==> config.mk <==
export PLATFORM = sky130hd
export DESIGN_NAME = triangle_subcell_binning
export DESIGN_NICKNAME = d
export VERILOG_FILES = /design/src/sv/tsb_pkg.sv /design/src/sv/tsb_alu.sv /design/src/sv/triangle_subcell_binning.sv
export SDC_FILE = /design/constraint.sdc
export NUM_CORES = 2
export LEC_CHECK = 0
export BUFFER_PORTS_ARGS = -buffer_cell sky130_fd_sc_hd__buf_2
export CAP_MARGIN = 20
export CORE_MARGIN = 1.5
export CORE_UTILIZATION = 62
export DETAILED_ROUTE_END_ITERATION = 10
export PLACE_DENSITY = 0.94
export SYNTH_ARGS = -nofsm -noshare
export SYNTH_HDL_FRONTEND = slang
export SYNTH_HIERARCHICAL = 1
export SYNTH_SLANG_ARGS = --single-unit
==> constraint.sdc <==
create_clock -name clk -period 9.33 [get_ports clk]
set_input_delay 1.3995 -clock clk [delete_from_list [all_inputs] [get_ports clk]]
set_output_delay 1.3995 -clock clk [all_outputs]
set_load 0.01 [all_outputs]
==> src/sv/tsb_pkg.sv <==
// ----------------------------------------------------------------------------
// tsb_pkg
// Shared types and constants for triangle sub-cell binning.
// ----------------------------------------------------------------------------
package tsb_pkg;

  localparam int SUB_DIVISIONS_DEF = 4;

  localparam int COORD_W   = 32;
  localparam int CHUNK_W   = 16;
  localparam int TRI_W     = 16;
  localparam int SIZE_W    = 16;
  localparam int OUT_IDX_W = 2;

  localparam int CFG_AW = 2;
  localparam int CFG_DW = 32;

  // default edge length 1.5 in 8.8 fixed point
  localparam logic [SIZE_W-1:0] SUB_CELL_SIZE_RST = 16'd384;

  // register byte addresses
  localparam logic [CFG_AW-1:0] ADDR_SUB_CELL_SIZE = 2'd0;

  // subtractor width used by the default configuration
  localparam int ALU_W_DEF = 38;

  typedef struct packed {
    logic signed [COORD_W-1:0] vertex_x;
    logic signed [COORD_W-1:0] vertex_y;
    logic signed [COORD_W-1:0] vertex_z;
    logic signed [CHUNK_W-1:0] chunk_x;
    logic signed [CHUNK_W-1:0] chunk_y;
    logic signed [CHUNK_W-1:0] chunk_z;
    logic [TRI_W-1:0]          triangle_id;
    logic                      final_vertex;
  } in_t;

  typedef struct packed {
    logic [TRI_W-1:0]     tri_out;
    logic [OUT_IDX_W-1:0] sub_x;
    logic [OUT_IDX_W-1:0] sub_y;
    logic [OUT_IDX_W-1:0] sub_z;
    logic                 last_cell;
  } out_t;

  typedef enum logic [2:0] {
    ST_IDLE,
    ST_ORIGIN,
    ST_DIFF,
    ST_STEP,
    ST_EMIT
  } state_t;

endpackage

==> src/sv/tsb_alu.sv <==
// ----------------------------------------------------------------------------
// tsb_alu
// Shared signed subtractor: bound minus origin, then offset minus
// running multiple of the sub-cell size for the index search.
// ----------------------------------------------------------------------------
module tsb_alu #(
  parameter int ALU_W = tsb_pkg::ALU_W_DEF
) (
  input  logic signed [ALU_W-1:0] op_a,
  input  logic signed [ALU_W-1:0] op_b,
  output logic signed [ALU_W-1:0] diff,
  output logic                    a_ge_b
);

  assign diff   = op_a - op_b;
  assign a_ge_b = ~diff[ALU_W-1];

endmodule

==> src/sv/triangle_subcell_binning.sv <==
// ----------------------------------------------------------------------------
// triangle_subcell_binning
// Bins a triangle's bounding box into the sub-cells of its chunk.
// ----------------------------------------------------------------------------
// Usage:
//   in_*  : one vertex per item. Non-final vertices fold into the running
//           min/max. The item with final_vertex set closes the triangle
//           and starts the index search.
//   out_* : one item per covered sub-cell, x outermost, z innermost;
//           last_cell marks the final one of the triangle.
//   cfg_* : APB-style port, sub_cell_size at byte address 0 (0 acts as 1).
// Sequence:
//   each axis starts with an origin multiply step; each of the six bounds
//   then takes a subtract step, then compare steps on the shared subtractor
//   until the index is found. Emission then gives one sub-cell per cycle
//   while out_ready is high. in_ready is low until the last sub-cell sits
//   in the output register.
// Reset: sequencer idle, no partial triangle, sub_cell_size = 1.5.
// Stall: a held output item freezes the emission counters; nothing is lost.
// ----------------------------------------------------------------------------
module triangle_subcell_binning #(
  parameter int SUB_DIVISIONS = tsb_pkg::SUB_DIVISIONS_DEF
) (
  input  logic                        clk,
  input  logic                        rst_n,
  input  logic                        in_valid,
  output logic                        in_ready,
  input  tsb_pkg::in_t                in_data,
  output logic                        out_valid,
  input  logic                        out_ready,
  output tsb_pkg::out_t               out_data,
  input  logic                        cfg_psel,
  input  logic                        cfg_penable,
  input  logic                        cfg_pwrite,
  input  logic [tsb_pkg::CFG_AW-1:0]  cfg_paddr,
  input  logic [tsb_pkg::CFG_DW-1:0]  cfg_pwdata,
  output logic [tsb_pkg::CFG_DW-1:0]  cfg_prdata,
  output logic                        cfg_pready
);

  localparam int COORD_W = tsb_pkg::COORD_W;
  localparam int CHUNK_W = tsb_pkg::CHUNK_W;
  localparam int SIZE_W  = tsb_pkg::SIZE_W;
  localparam int OIW     = tsb_pkg::OUT_IDX_W;

  // index widths
  localparam int IDX_W  = (SUB_DIVISIONS > 1) ? $clog2(SUB_DIVISIONS) : 1;
  localparam int CELL_W = (IDX_W > OIW) ? IDX_W : OIW;
  // chunk * S, then * size, then bound - origin
  localparam int SW     = $clog2(SUB_DIVISIONS + 1);
  localparam int CS_W   = CHUNK_W + SW + 1;
  localparam int ORIG_W = CS_W + SIZE_W + 1;
  localparam int D_W    = ORIG_W + 1;
  // running multiple (k+1)*size, at most S*size
  localparam int ACC_W  = SIZE_W + SW;

  localparam logic [CELL_W-1:0]      MAX_IDX  = CELL_W'(SUB_DIVISIONS - 1);
  localparam logic signed [CS_W-1:0] SUBDIV_S = CS_W'(SUB_DIVISIONS);

  // ---------------------------------------------------------------- state
  tsb_pkg::state_t state_r, state_nxt;

  logic [1:0]                seen_r, seen_nxt;          // vertices so far, sat. 3
  logic signed [COORD_W-1:0] min_r [3];
  logic signed [COORD_W-1:0] max_r [3];
  logic signed [COORD_W-1:0] min_nxt [3];
  logic signed [COORD_W-1:0] max_nxt [3];
  logic signed [CHUNK_W-1:0] chunk_r [3];
  logic [tsb_pkg::TRI_W-1:0] tri_r;
  logic [SIZE_W-1:0]         size_r, size_nxt;

  logic [1:0]                axis_r, axis_nxt;          // axis under search
  logic                      side_r, side_nxt;          // 0: min bound, 1: max
  logic signed [ORIG_W-1:0]  origin_r, origin_nxt;
  logic signed [D_W-1:0]     d_r, d_nxt;                // bound - origin
  logic [ACC_W-1:0]          acc_r, acc_nxt;            // (k+1)*size
  logic [CELL_W-1:0]         k_r, k_nxt;                // candidate index
  logic [CELL_W-1:0]         lo_r [3];
  logic [CELL_W-1:0]         hi_r [3];
  logic [CELL_W-1:0]         cx_r, cy_r, cz_r;
  logic [CELL_W-1:0]         cx_nxt, cy_nxt, cz_nxt;

  logic                      out_valid_r, out_valid_nxt;
  tsb_pkg::out_t             out_data_r, out_data_nxt;

  // ---------------------------------------------------------------- misc
  logic                      in_fire;
  logic                      cfg_we;
  logic [SIZE_W-1:0]         size_eff;
  logic signed [COORD_W-1:0] vtx [3];
  logic signed [CHUNK_W-1:0] chunk_sel;
  logic signed [CS_W-1:0]    chunk_s;
  logic signed [ORIG_W-1:0]  origin_prod;
  logic signed [COORD_W-1:0] bound_sel;
  logic signed [D_W-1:0]     alu_a, alu_b, alu_diff;
  logic                      alu_ge;
  logic                      step_more;
  logic                      emit_load;
  logic                      cell_last;

  assign in_ready  = (state_r == tsb_pkg::ST_IDLE);
  assign in_fire   = in_valid && in_ready;
  assign out_valid = out_valid_r;
  assign out_data  = out_data_r;

  // ---------------------------------------------------------------- config
  assign cfg_pready = 1'b1;
  assign cfg_we     = cfg_psel && cfg_penable && cfg_pwrite &&
                      (cfg_paddr == tsb_pkg::ADDR_SUB_CELL_SIZE);
  assign size_nxt   = cfg_we ? cfg_pwdata[SIZE_W-1:0] : size_r;
  assign cfg_prdata = (cfg_paddr == tsb_pkg::ADDR_SUB_CELL_SIZE) ?
                      {{(tsb_pkg::CFG_DW-SIZE_W){1'b0}}, size_r} : '0;
  assign size_eff   = (size_r == '0) ? SIZE_W'(1) : size_r;

  // ---------------------------------------------------------------- bounds
  assign vtx[0] = in_data.vertex_x;
  assign vtx[1] = in_data.vertex_y;
  assign vtx[2] = in_data.vertex_z;

  // first vertex loads, later ones merge
  always_comb begin
    for (int a = 0; a < 3; a++) begin
      min_nxt[a] = min_r[a];
      max_nxt[a] = max_r[a];
      if (in_fire) begin
        if (seen_r == 2'd0 || vtx[a] < min_r[a]) min_nxt[a] = vtx[a];
        if (seen_r == 2'd0 || vtx[a] > max_r[a]) max_nxt[a] = vtx[a];
      end
    end
  end

  always_comb begin
    seen_nxt = seen_r;
    if (in_fire) begin
      if (in_data.final_vertex) begin
        seen_nxt = 2'd0;
      end else if (seen_r != 2'd3) begin
        seen_nxt = seen_r + 2'd1;
      end
    end
  end

  // ---------------------------------------------------------------- datapath
  // origin = chunk * S * size; small constant multiply then one 20x17 multiply
  assign chunk_sel   = chunk_r[axis_r];
  assign chunk_s     = CS_W'(chunk_sel) * SUBDIV_S;
  assign origin_prod = chunk_s * $signed({1'b0, size_eff});

  assign bound_sel = side_r ? max_r[axis_r] : min_r[axis_r];

  // shared subtractor: offset in DIFF, offset vs. next multiple in STEP
  always_comb begin
    if (state_r == tsb_pkg::ST_STEP) begin
      alu_a = d_r;
      alu_b = D_W'($signed({1'b0, acc_r}));
    end else begin
      alu_a = D_W'(bound_sel);
      alu_b = D_W'(origin_r);
    end
  end

  tsb_alu #(
    .ALU_W (D_W)
  ) u_alu (
    .op_a   (alu_a),
    .op_b   (alu_b),
    .diff   (alu_diff),
    .a_ge_b (alu_ge)
  );

  // negative offsets never pass the first compare, so they settle at 0
  assign step_more = (k_r != MAX_IDX) && alu_ge;

  assign emit_load = !out_valid_r || out_ready;
  assign cell_last = (cx_r == hi_r[0]) && (cy_r == hi_r[1]) && (cz_r == hi_r[2]);

  // ---------------------------------------------------------------- next state
  always_comb begin
    state_nxt = state_r;
    case (state_r)
      tsb_pkg::ST_IDLE: begin
        if (in_fire && in_data.final_vertex) state_nxt = tsb_pkg::ST_ORIGIN;
      end
      tsb_pkg::ST_ORIGIN: begin
        state_nxt = tsb_pkg::ST_DIFF;
      end
      tsb_pkg::ST_DIFF: begin
        state_nxt = tsb_pkg::ST_STEP;
      end
      tsb_pkg::ST_STEP: begin
        if (!step_more) begin
          if (!side_r)              state_nxt = tsb_pkg::ST_DIFF;
          else if (axis_r == 2'd2)  state_nxt = tsb_pkg::ST_EMIT;
          else                      state_nxt = tsb_pkg::ST_ORIGIN;
        end
      end
      tsb_pkg::ST_EMIT: begin
        if (emit_load && cell_last) state_nxt = tsb_pkg::ST_IDLE;
      end
      default: state_nxt = tsb_pkg::ST_IDLE;
    endcase
  end

  // ---------------------------------------------------------------- outputs
  always_comb begin
    axis_nxt      = axis_r;
    side_nxt      = side_r;
    origin_nxt    = origin_r;
    d_nxt         = d_r;
    acc_nxt       = acc_r;
    k_nxt         = k_r;
    cx_nxt        = cx_r;
    cy_nxt        = cy_r;
    cz_nxt        = cz_r;
    out_valid_nxt = out_valid_r && !out_ready;
    out_data_nxt  = out_data_r;
    case (state_r)
      tsb_pkg::ST_IDLE: begin
        axis_nxt = 2'd0;
        side_nxt = 1'b0;
      end
      tsb_pkg::ST_ORIGIN: begin
        origin_nxt = origin_prod;
        side_nxt   = 1'b0;
      end
      tsb_pkg::ST_DIFF: begin
        d_nxt   = alu_diff;
        acc_nxt = ACC_W'(size_eff);
        k_nxt   = '0;
      end
      tsb_pkg::ST_STEP: begin
        if (step_more) begin
          k_nxt   = k_r + CELL_W'(1);
          acc_nxt = acc_r + ACC_W'(size_eff);
        end else if (!side_r) begin
          side_nxt = 1'b1;
        end else if (axis_r == 2'd2) begin
          cx_nxt = lo_r[0];
          cy_nxt = lo_r[1];
          cz_nxt = lo_r[2];
        end else begin
          axis_nxt = axis_r + 2'd1;
        end
      end
      tsb_pkg::ST_EMIT: begin
        if (emit_load) begin
          out_valid_nxt          = 1'b1;
          out_data_nxt.tri_out   = tri_r;
          out_data_nxt.sub_x     = cx_r[OIW-1:0];
          out_data_nxt.sub_y     = cy_r[OIW-1:0];
          out_data_nxt.sub_z     = cz_r[OIW-1:0];
          out_data_nxt.last_cell = cell_last;
          // z innermost, x outermost
          if (cz_r != hi_r[2]) begin
            cz_nxt = cz_r + CELL_W'(1);
          end else begin
            cz_nxt = lo_r[2];
            if (cy_r != hi_r[1]) begin
              cy_nxt = cy_r + CELL_W'(1);
            end else begin
              cy_nxt = lo_r[1];
              cx_nxt = cx_r + CELL_W'(1);
            end
          end
        end
      end
      default: ;
    endcase
  end

  // ---------------------------------------------------------------- registers
  always_ff @(posedge clk) begin
    if (!rst_n) begin
      state_r     <= tsb_pkg::ST_IDLE;
      seen_r      <= 2'd0;
      size_r      <= tsb_pkg::SUB_CELL_SIZE_RST;
      out_valid_r <= 1'b0;
    end else begin
      state_r     <= state_nxt;
      seen_r      <= seen_nxt;
      size_r      <= size_nxt;
      out_valid_r <= out_valid_nxt;
    end
  end

  always_ff @(posedge clk) begin
    for (int a = 0; a < 3; a++) begin
      min_r[a] <= min_nxt[a];
      max_r[a] <= max_nxt[a];
    end
    if (in_fire && in_data.final_vertex) begin
      chunk_r[0] <= in_data.chunk_x;
      chunk_r[1] <= in_data.chunk_y;
      chunk_r[2] <= in_data.chunk_z;
      tri_r      <= in_data.triangle_id;
    end
    if (state_r == tsb_pkg::ST_STEP && !step_more) begin
      if (side_r) hi_r[axis_r] <= k_r;
      else        lo_r[axis_r] <= k_r;
    end
    axis_r     <= axis_nxt;
    side_r     <= side_nxt;
    origin_r   <= origin_nxt;
    d_r        <= d_nxt;
    acc_r      <= acc_nxt;
    k_r        <= k_nxt;
    cx_r       <= cx_nxt;
    cy_r       <= cy_nxt;
    cz_r       <= cz_nxt;
    out_data_r <= out_data_nxt;
  end

  // ---------------------------------------------------------------- checks
`ifndef NO_ASSERTIONS
  // a closing vertex always hands control to the sequencer
  a_final_busy: assert property (@(posedge clk) disable iff (!rst_n)
    (in_fire && in_data.final_vertex) |=> !in_ready)
    else $error("input still ready after final vertex");

  // min bound never maps above max bound
  a_lo_le_hi: assert property (@(posedge clk) disable iff (!rst_n)
    (state_r == tsb_pkg::ST_EMIT) |->
      (lo_r[0] <= hi_r[0]) && (lo_r[1] <= hi_r[1]) && (lo_r[2] <= hi_r[2]))
    else $error("sub-cell range inverted");

  // emission walk stays inside the range
  a_walk_in_range: assert property (@(posedge clk) disable iff (!rst_n)
    (state_r == tsb_pkg::ST_EMIT) |->
      (cx_r >= lo_r[0]) && (cx_r <= hi_r[0]) &&
      (cy_r >= lo_r[1]) && (cy_r <= hi_r[1]) &&
      (cz_r >= lo_r[2]) && (cz_r <= hi_r[2]))
    else $error("emission counter left the sub-cell range");

  // index search never passes the last sub-cell
  a_k_bounded: assert property (@(posedge clk) disable iff (!rst_n)
    (state_r == tsb_pkg::ST_STEP) |-> (k_r <= MAX_IDX))
    else $error("index search overran");
`endif

endmodule

== Yosys cells after proc, flatten, opt, wreduce, memory -nomap -nowiden ==
Memory sizes are Yosys's and may differ from the RTL's. A register that Yosys moved wholly into a read port is not among the register bits.
Index checks and enable logic that the tools add are counted.

* Memories kept: 5
* Logic and storage cells: 170
* Memory bits (writable): 252
* Output and inout port bits: 58
* Input port bits: 202
* Register bits: 164

* Reductions and logical operators: 40
* Bitwise operators: 1
* Multipliers: 1
* Add/subtract/negate cells: 8
* Mux-type cells: 68
* Magnitude comparators: 6
* Equal/unequal tests: 22

{| class="wikitable"
|+ Memory list
! name !! words !! width !! read ports !! clocked after Yosys merged registers in !! write ports !! RTL line !! source
|-
| max_r || 3 || 32 || 4 || 1 || 3 || triangle_subcell_binning.sv:65 || <nowiki>logic signed [COORD_W-1:0] max_r [3];</nowiki>
|-
| min_r || 3 || 32 || 4 || 1 || 3 || triangle_subcell_binning.sv:64 || <nowiki>logic signed [COORD_W-1:0] min_r [3];</nowiki>
|-
| chunk_r || 3 || 16 || 1 || 1 || 3 || triangle_subcell_binning.sv:68 || <nowiki>logic signed [CHUNK_W-1:0] chunk_r [3];</nowiki>
|-
| hi_r || 3 || 2 || 3 || 0 || 1 || triangle_subcell_binning.sv:79 || <nowiki>logic [CELL_W-1:0] hi_r [3];</nowiki>
|-
| lo_r || 3 || 2 || 3 || 0 || 1 || triangle_subcell_binning.sv:78 || <nowiki>logic [CELL_W-1:0] lo_r [3];</nowiki>
|}

{| class="wikitable"
|+ Operators with widths
! cell !! count
|-
| 2-to-1 mux 32 bit || 13
|-
| greater-than comparator 32 bit || 3
|-
| less-than comparator 32 bit || 3
|-
| 2-to-1 mux 38 bit || 2
|-
| 2-to-1 mux 2 bit || 26
|-
| one-hot mux 19 bit (2 select lines) || 1
|-
| subtractor 38 bit || 1
|-
| multiplier 16 x 17 -> 33 bit || 1
|-
| 2-to-1 mux 16 bit || 2
|-
| != test 2 bit (second input constant) || 11
|-
| one-hot mux 2 bit (2 select lines) || 5
|-
| adder 19 x 16 -> 19 bit || 1
|-
| 2-to-1 mux 19 bit || 1
|-
| zero test 16 bit || 1
|-
| 2-to-1 mux 3 bit || 5
|-
| one-hot mux 3 bit (5 select lines) || 1
|-
| adder 2 x 1 -> 2 bit (second input constant) || 6
|-
| logical AND 1 bit || 11
|-
| 2-to-1 mux 1 bit || 11
|-
| nonzero test 2 bit || 5
|-
| AND reduction 2 bit || 4
|-
| logical OR 1 bit || 7
|-
| AND reduction 7 bit || 1
|-
| equality test 2 bit || 3
|-
| 16 further kinds || 21
|}

== Logic depth before layout (Yosys ltp) ==
* Word-level depth: 9
* Mapped depth: 27
* Gate-level depth less buffers: 24

== Cells and area by module ==
The synthesis kept the hierarchy.

{| class="wikitable"
|+ Modules (own cells, without submodules)
! module !! sequential area each (um2) !! cells each !! area each (um2) !! instances
|-
| triangle_subcell_binning || 12,251.8 || 2,813 || 30,448.0 || 1
|-
| tsb_alu || 0.0 || 308 || 2,102.0 || 1
|}

== Least setup slack after synthesis ==
No wires, ideal clock.

* Path kind: register to register
* Start: register with a tool-made name
* End: register origin_r[34] (data pin)
* Clock period less this slack: 7.042 ns
* Stages on the path, launching flop included: 26
* Arrival: 6.782 ns
* Setup slack: 2.288 ns
* Path buffers: 4
* Required time: 9.070 ns
* Library setup time: 0.260 ns
* Path through: dfxtp_1 buf_2 buf_2 mux2i_1 nor2_1 a21oi_1 clkbuf_1 nor2_1 fa_1 fa_1 fa_1 fa_1 fa_1 inv_1 fa_1 inv_1 ha_1 clkbuf_1 a21oi_1 o21ai_0 a221oi_1 nand4_1 a211oi_1 o21bai_1 a21oi_1 xnor2_1

{| class="wikitable"
|+ RTL lines
! element !! RTL line !! source
|-
| end signal: assignment || triangle_subcell_binning.sv:303 || <nowiki>origin_r <= origin_nxt;</nowiki>
|-
| end: declaration || triangle_subcell_binning.sv:74 || <nowiki>logic signed [ORIG_W-1:0] origin_r, origin_nxt;</nowiki>
|}

== Worst setup path in the final report ==
* Start: register size_r[10]
* End: register origin_r[34] (data pin)

* Longest elaborated chain between the ends: 3

{| class="wikitable"
|+ RTL lines
! element !! RTL line !! source
|-
| start: declaration || triangle_subcell_binning.sv:70 || <nowiki>logic [SIZE_W-1:0] size_r, size_nxt;</nowiki>
|-
| start signal: assignment || triangle_subcell_binning.sv:276 || <nowiki>size_r <= tsb_pkg::SUB_CELL_SIZE_RST;</nowiki>
|-
| start signal: assignment || triangle_subcell_binning.sv:281 || <nowiki>size_r <= size_nxt;</nowiki>
|-
| zero test 16 bit || triangle_subcell_binning.sv:113 || <nowiki>assign size_eff = (size_r == '0) ? SIZE_W'(1) : size_r;</nowiki>
|-
| 2-to-1 mux 16 bit (*) || triangle_subcell_binning.sv:113 ||
|-
| multiplier 16 x 17 -> 33 bit (*) || triangle_subcell_binning.sv:147 || <nowiki>assign origin_prod = chunk_s * $signed({1'b0, size_eff});</nowiki>
|-
| net origin_prod[34] || triangle_subcell_binning.sv:93 || <nowiki>logic signed [ORIG_W-1:0] origin_prod;</nowiki>
|}

The timed path passes the listed nets; every way through them passes the cells marked *.
A chain may end at the register's enable or synchronous reset.

==> results by group <==
Outcome
  – Status: finished clean

Pwr
  – Sw power: between 2 and 3 mW
  – Seq pwr share: between 30% and 40%
  – Pwr Total: approximately 7 mW
  – P_leak: roughly 17 nW
  – Clock power share: a little over a quarter
  – Comb pwr share: 39.6%
  – Power per cell area: approximately 200 nW/um^2
  – Worst IR Drop VDD: 0.212 mV
  – Pint: roughly 4.5 mW
  – Sw frac: 36.7%

Clock tree
  – CTS H-tree lvls: 2
  – Max clock buf depth: 3
  – Worst-Skew Late Latency: around 0.60 ns
  – CTS clk-pin slew, worst paths: ~0.060 ns
  – TritonCTS clock tree: built
  – Clk sinks: ~420
  – Hold_buf cts: 0
  – PostCTS Resize Cnt: 0
  – Post-CTS setup repair buffer count: 0
  – Root buffer cell: clkbuf_16
  – Num CTS Buffers: 47

Timing
  – Slew @ Worst Pin: ~1.1 ns
  – Slew headroom: 25.7%
  – Minimum clock period: 7.78 ns
  – Max Freq: approximately 130 MHz
  – Final-report max-slew violation count: 0
  – Unrepaired setup endpoints after global routing: false
  – Hold Fails Final Rpt: 0
  – Final setup vio count: 0
  – Fin Setup TNS: 0 ns
  – Final Cycle Share: 83.3%
  – Max Clock Skew: between 0.02 and 0.03 ns

Floorplanning
  – Row cnt: 83
  – Area of the die: 53900 um^2
  – Die Wd: approximately 230 um
  – Total I/O pin count: 260
  – Core region area: 51600 um^2
  – Initial Util: a little over three fifths
  – Die span in y: around 230 um

Routing
  – 1st-iter DRT viols: about 3.5k
  – Antenna viol nets, final: 0
  – Routed wire length per instance: around 22 um
  – Vias per Instance: between 6 and 7
  – First-pass detailed-route iteration total: 8
  – Total wire length: 88300 um
  – DR vias: between 20k and 30k
  – Residual DRC: 0

Synth
  – Synth cell types: 76
  – Top post-synthesis cells by area: edfxtp_1, ha_1, fa_1
  – Synth Area per Inst: 10.4 um^2
  – Synth area leader: edfxtp_1
  – Register area share after synthesis: a little under two fifths
  – Post-synth EDFFs: slightly below 400
  – Post-synth top area share: a little over a third
  – Post-Syn Area: ~33000 um^2
  – Ys Warns: 6
  – Synthesized instance count: 3121
  – Yosys reg bits: roughly 420
  – FFs w/ async S/R, synth: 0%
  – Top FF cell, synth: edfxtp_1

Finish
  – Fillers: roughly 3.2k
  – Share of cells above drive strength 1: 12.3%
  – Final nets: between 4k and 5k
  – Synth-to-layout area growth: 10.5%
  – Post-Layout Cell Count: just over 4k
  – Design Area, Final: 36000 um^2
  – Layout Utilization: around 70%

GRT
  – Initial antenna violation count: 18
  – Vias in the first global route: 26.2k
  – Largest net degree at the start of global routing: 71
  – Aggregate global routing overflow: 0
  – GRT Total Usage: about a third
  – First-pass GRT wire length: approximately 140000 um

Worst setup path
  – Critical Path Sink Type: flop
  – Origin of the worst setup path: size_r[10]$_SDFFE_PN0P_
  – Worst-path maximum fanout: 21
  – Crit path kind: reg -> reg
  – CP required: roughly 9.7 ns
  – FF-to-FF path depth: 21
  – Most frequent CP cell: fa_1
  – Slowest stage delay, CP: about 1.1 ns
  – Worst path arrival time: 8.12 ns
  – Worst Setup Start Kind: flop
  – Worst-path cell chain: nor4_1 -> a41oi_1 -> nand2_1 -> fa_1 -> fa_1 -> inv_1 -> fa_1 -> fa_1 -> fa_1 -> inv_1 -> fa_1 -> inv_1 -> ha_1 -> a21o_1 -> a31o_2 -> o21ai_0 -> nand4_1 -> a211oi_1 -> o21bai_1 -> a21oi_1 -> xnor2_1
  – CP Capture Point: origin_r[34]$_DFFE_PP_
  – CP top delay family: adder cells
  – Reg2reg setup slack: around 1.6 ns
  – Worst path buffer plus inverter count: 3
  – RR Startpoint: size_r[10]$_SDFFE_PN0P_
  – Slowest CP cell: dfxtp_1
  – R2R Path End: origin_r[34]$_DFFE_PP_
  – CP Depth: 21

Run
  – Maxcap violations: 0

Placed design
  – Port Buffers: between 200 and 250
  – Final GP Congestion: about 0.93
  – Dpl hpwl: 60600 um
  – Placed Area: 34300 um^2
  – # placed instances: slightly below 4k

Hold path
  – Worst min path class: reg -> reg
layout make-up:
class | count | area [um^2] | share of cell area (%)
repair buffers | 268 | 1490 | 4.15
well taps | 680 | 851 | 2.37
multi-input cells | 2083 | 17900 | 49.9
flip-flops and latches | 416 | 12300 | 34.1
inverters | 495 | 1860 | 5.17
clock inverters | 30 | 273 | 0.759
diodes | 19 | 47.5 | 0.132
clock buffers | 57 | 1230 | 3.43
placed cells by master (no fill, tap or decap), types with 32 or more instances in the layout:
| master | synthesis | routed |
|---|---|---|
| a21o_1 | 111 | 111 |
| a21oi_1 | 117 | 114 |
| and2_1 | 101 | 101 |
| buf_2 | 6 | 226 |
| buf_4 | 18 | 37 |
| clkbuf_16 | 0 | 48 |
| edfxtp_1 | 392 | 392 |
| fa_1 | 196 | 196 |
| ha_1 | 370 | 370 |
| inv_1 | 495 | 494 |
| mux4_2 | 32 | 32 |
| nand2_1 | 355 | 355 |
| nand4_1 | 52 | 52 |
| nor2_1 | 81 | 79 |
| nor2b_1 | 81 | 81 |
| o211ai_1 | 41 | 41 |
| o21ai_0 | 148 | 146 |
| xnor2_1 | 54 | 54 |
metrics by stage:
step           setup slack [ns]  hold WS (ns)
6_report                   1.55         0.418
5_1_grt                    1.19         0.424
4_1_cts                    1.62         0.421
3_5_place_dp               1.64         0.407
3_3_place_gp               1.85         0.401
2_1_floorplan              2.29         0.400
per-layer routing:
metal / track usage [%] / vias to the layer above / share of wire [%]
met2: 53.4 / 2001 / 47
met3: 6.52 / 533 / 11
li1: - / 11100 / -
met4: 21.2 / 2 / 7.2
met5: 0 / - / 0.015
met1: 39.8 / 12200 / 35
kinds of logic after synthesis:
kind of cell	Yosys count	synth area share (%)
mux	57	2.99
xor+xnor	79	2.13
buf+inv	637	7.71
simple gates	790	11.8
fa+ha+maj	566	26.3
compound gates	574	11.4
other cells	2	0.0231
flops	416	37.6
power by group through the flow:
stage | clock network (mW) | registers, mW | logic [mW]
after floorplan | 0 | 2.42 | 2.00
after global placement | 0 | 2.45 | 2.50
after detailed placement | 0 | 2.46 | 2.65
after CTS | 1.86 | 2.43 | 2.72
after global routing | 1.92 | 2.44 | 3.06
final | 1.86 | 2.43 | 2.81
registers in the layout, indices dropped and copies added, names as in the netlist, 3 cells and up, named ones only:
register / cells
acc_r: 19
chunk_r: 48
d_r: 38
hi_r: 6
lo_r: 6
max_r: 96
min_r: 96
origin_r: 33
out_data: 23
size_r: 16
state_r: 3
tri_r: 16
worst min-delay path by stage:
stage | startpoint | end | slack (ns) | cells past startpoint
final | tri_r[12]$_DFFE_PP_ | out_data[19]$_DFFE_PP_ | 0.42 | 0
after CTS | tri_r[12]$_DFFE_PP_ | out_data[19]$_DFFE_PP_ | 0.42 | 0
after detailed placement | tri_r[9]$_DFFE_PP_ | out_data[16]$_DFFE_PP_ | 0.41 | 0
after floorplan | tri_r[3]$_DFFE_PP_ | out_data[10]$_DFFE_PP_ | 0.40 | 0
after global routing | tri_r[0]$_DFFE_PP_ | out_data[7]$_DFFE_PP_ | 0.42 | 0
after global placement | tri_r[2]$_DFFE_PP_ | out_data[9]$_DFFE_PP_ | 0.40 | 0
cell usage after synthesis (11+ instances only):
cell / instances
and2_1: 101
nand2b_1: 18
o21a_1: 22
a31oi_1: 13
mux2i_1: 22
o21ai_0: 148
a21o_1: 111
mux4_2: 32
nor3_1: 22
clkbuf_1: 106
o211ai_1: 41
and3_1: 12
nand4_1: 52
a21oi_1: 117
nand2_1: 355
nand3_1: 22
xnor2_1: 54
or2_2: 12
edfxtp_1: 392
inv_1: 495
a211oi_1: 21
o21ai_1: 11
nor2_1: 81
a21boi_0: 18
nor2b_1: 81
ha_1: 370
fa_1: 196
xor2_1: 25
dfxtp_1: 24
buf_4: 18
Note: power is estimated with default switching activity, not from simulation.
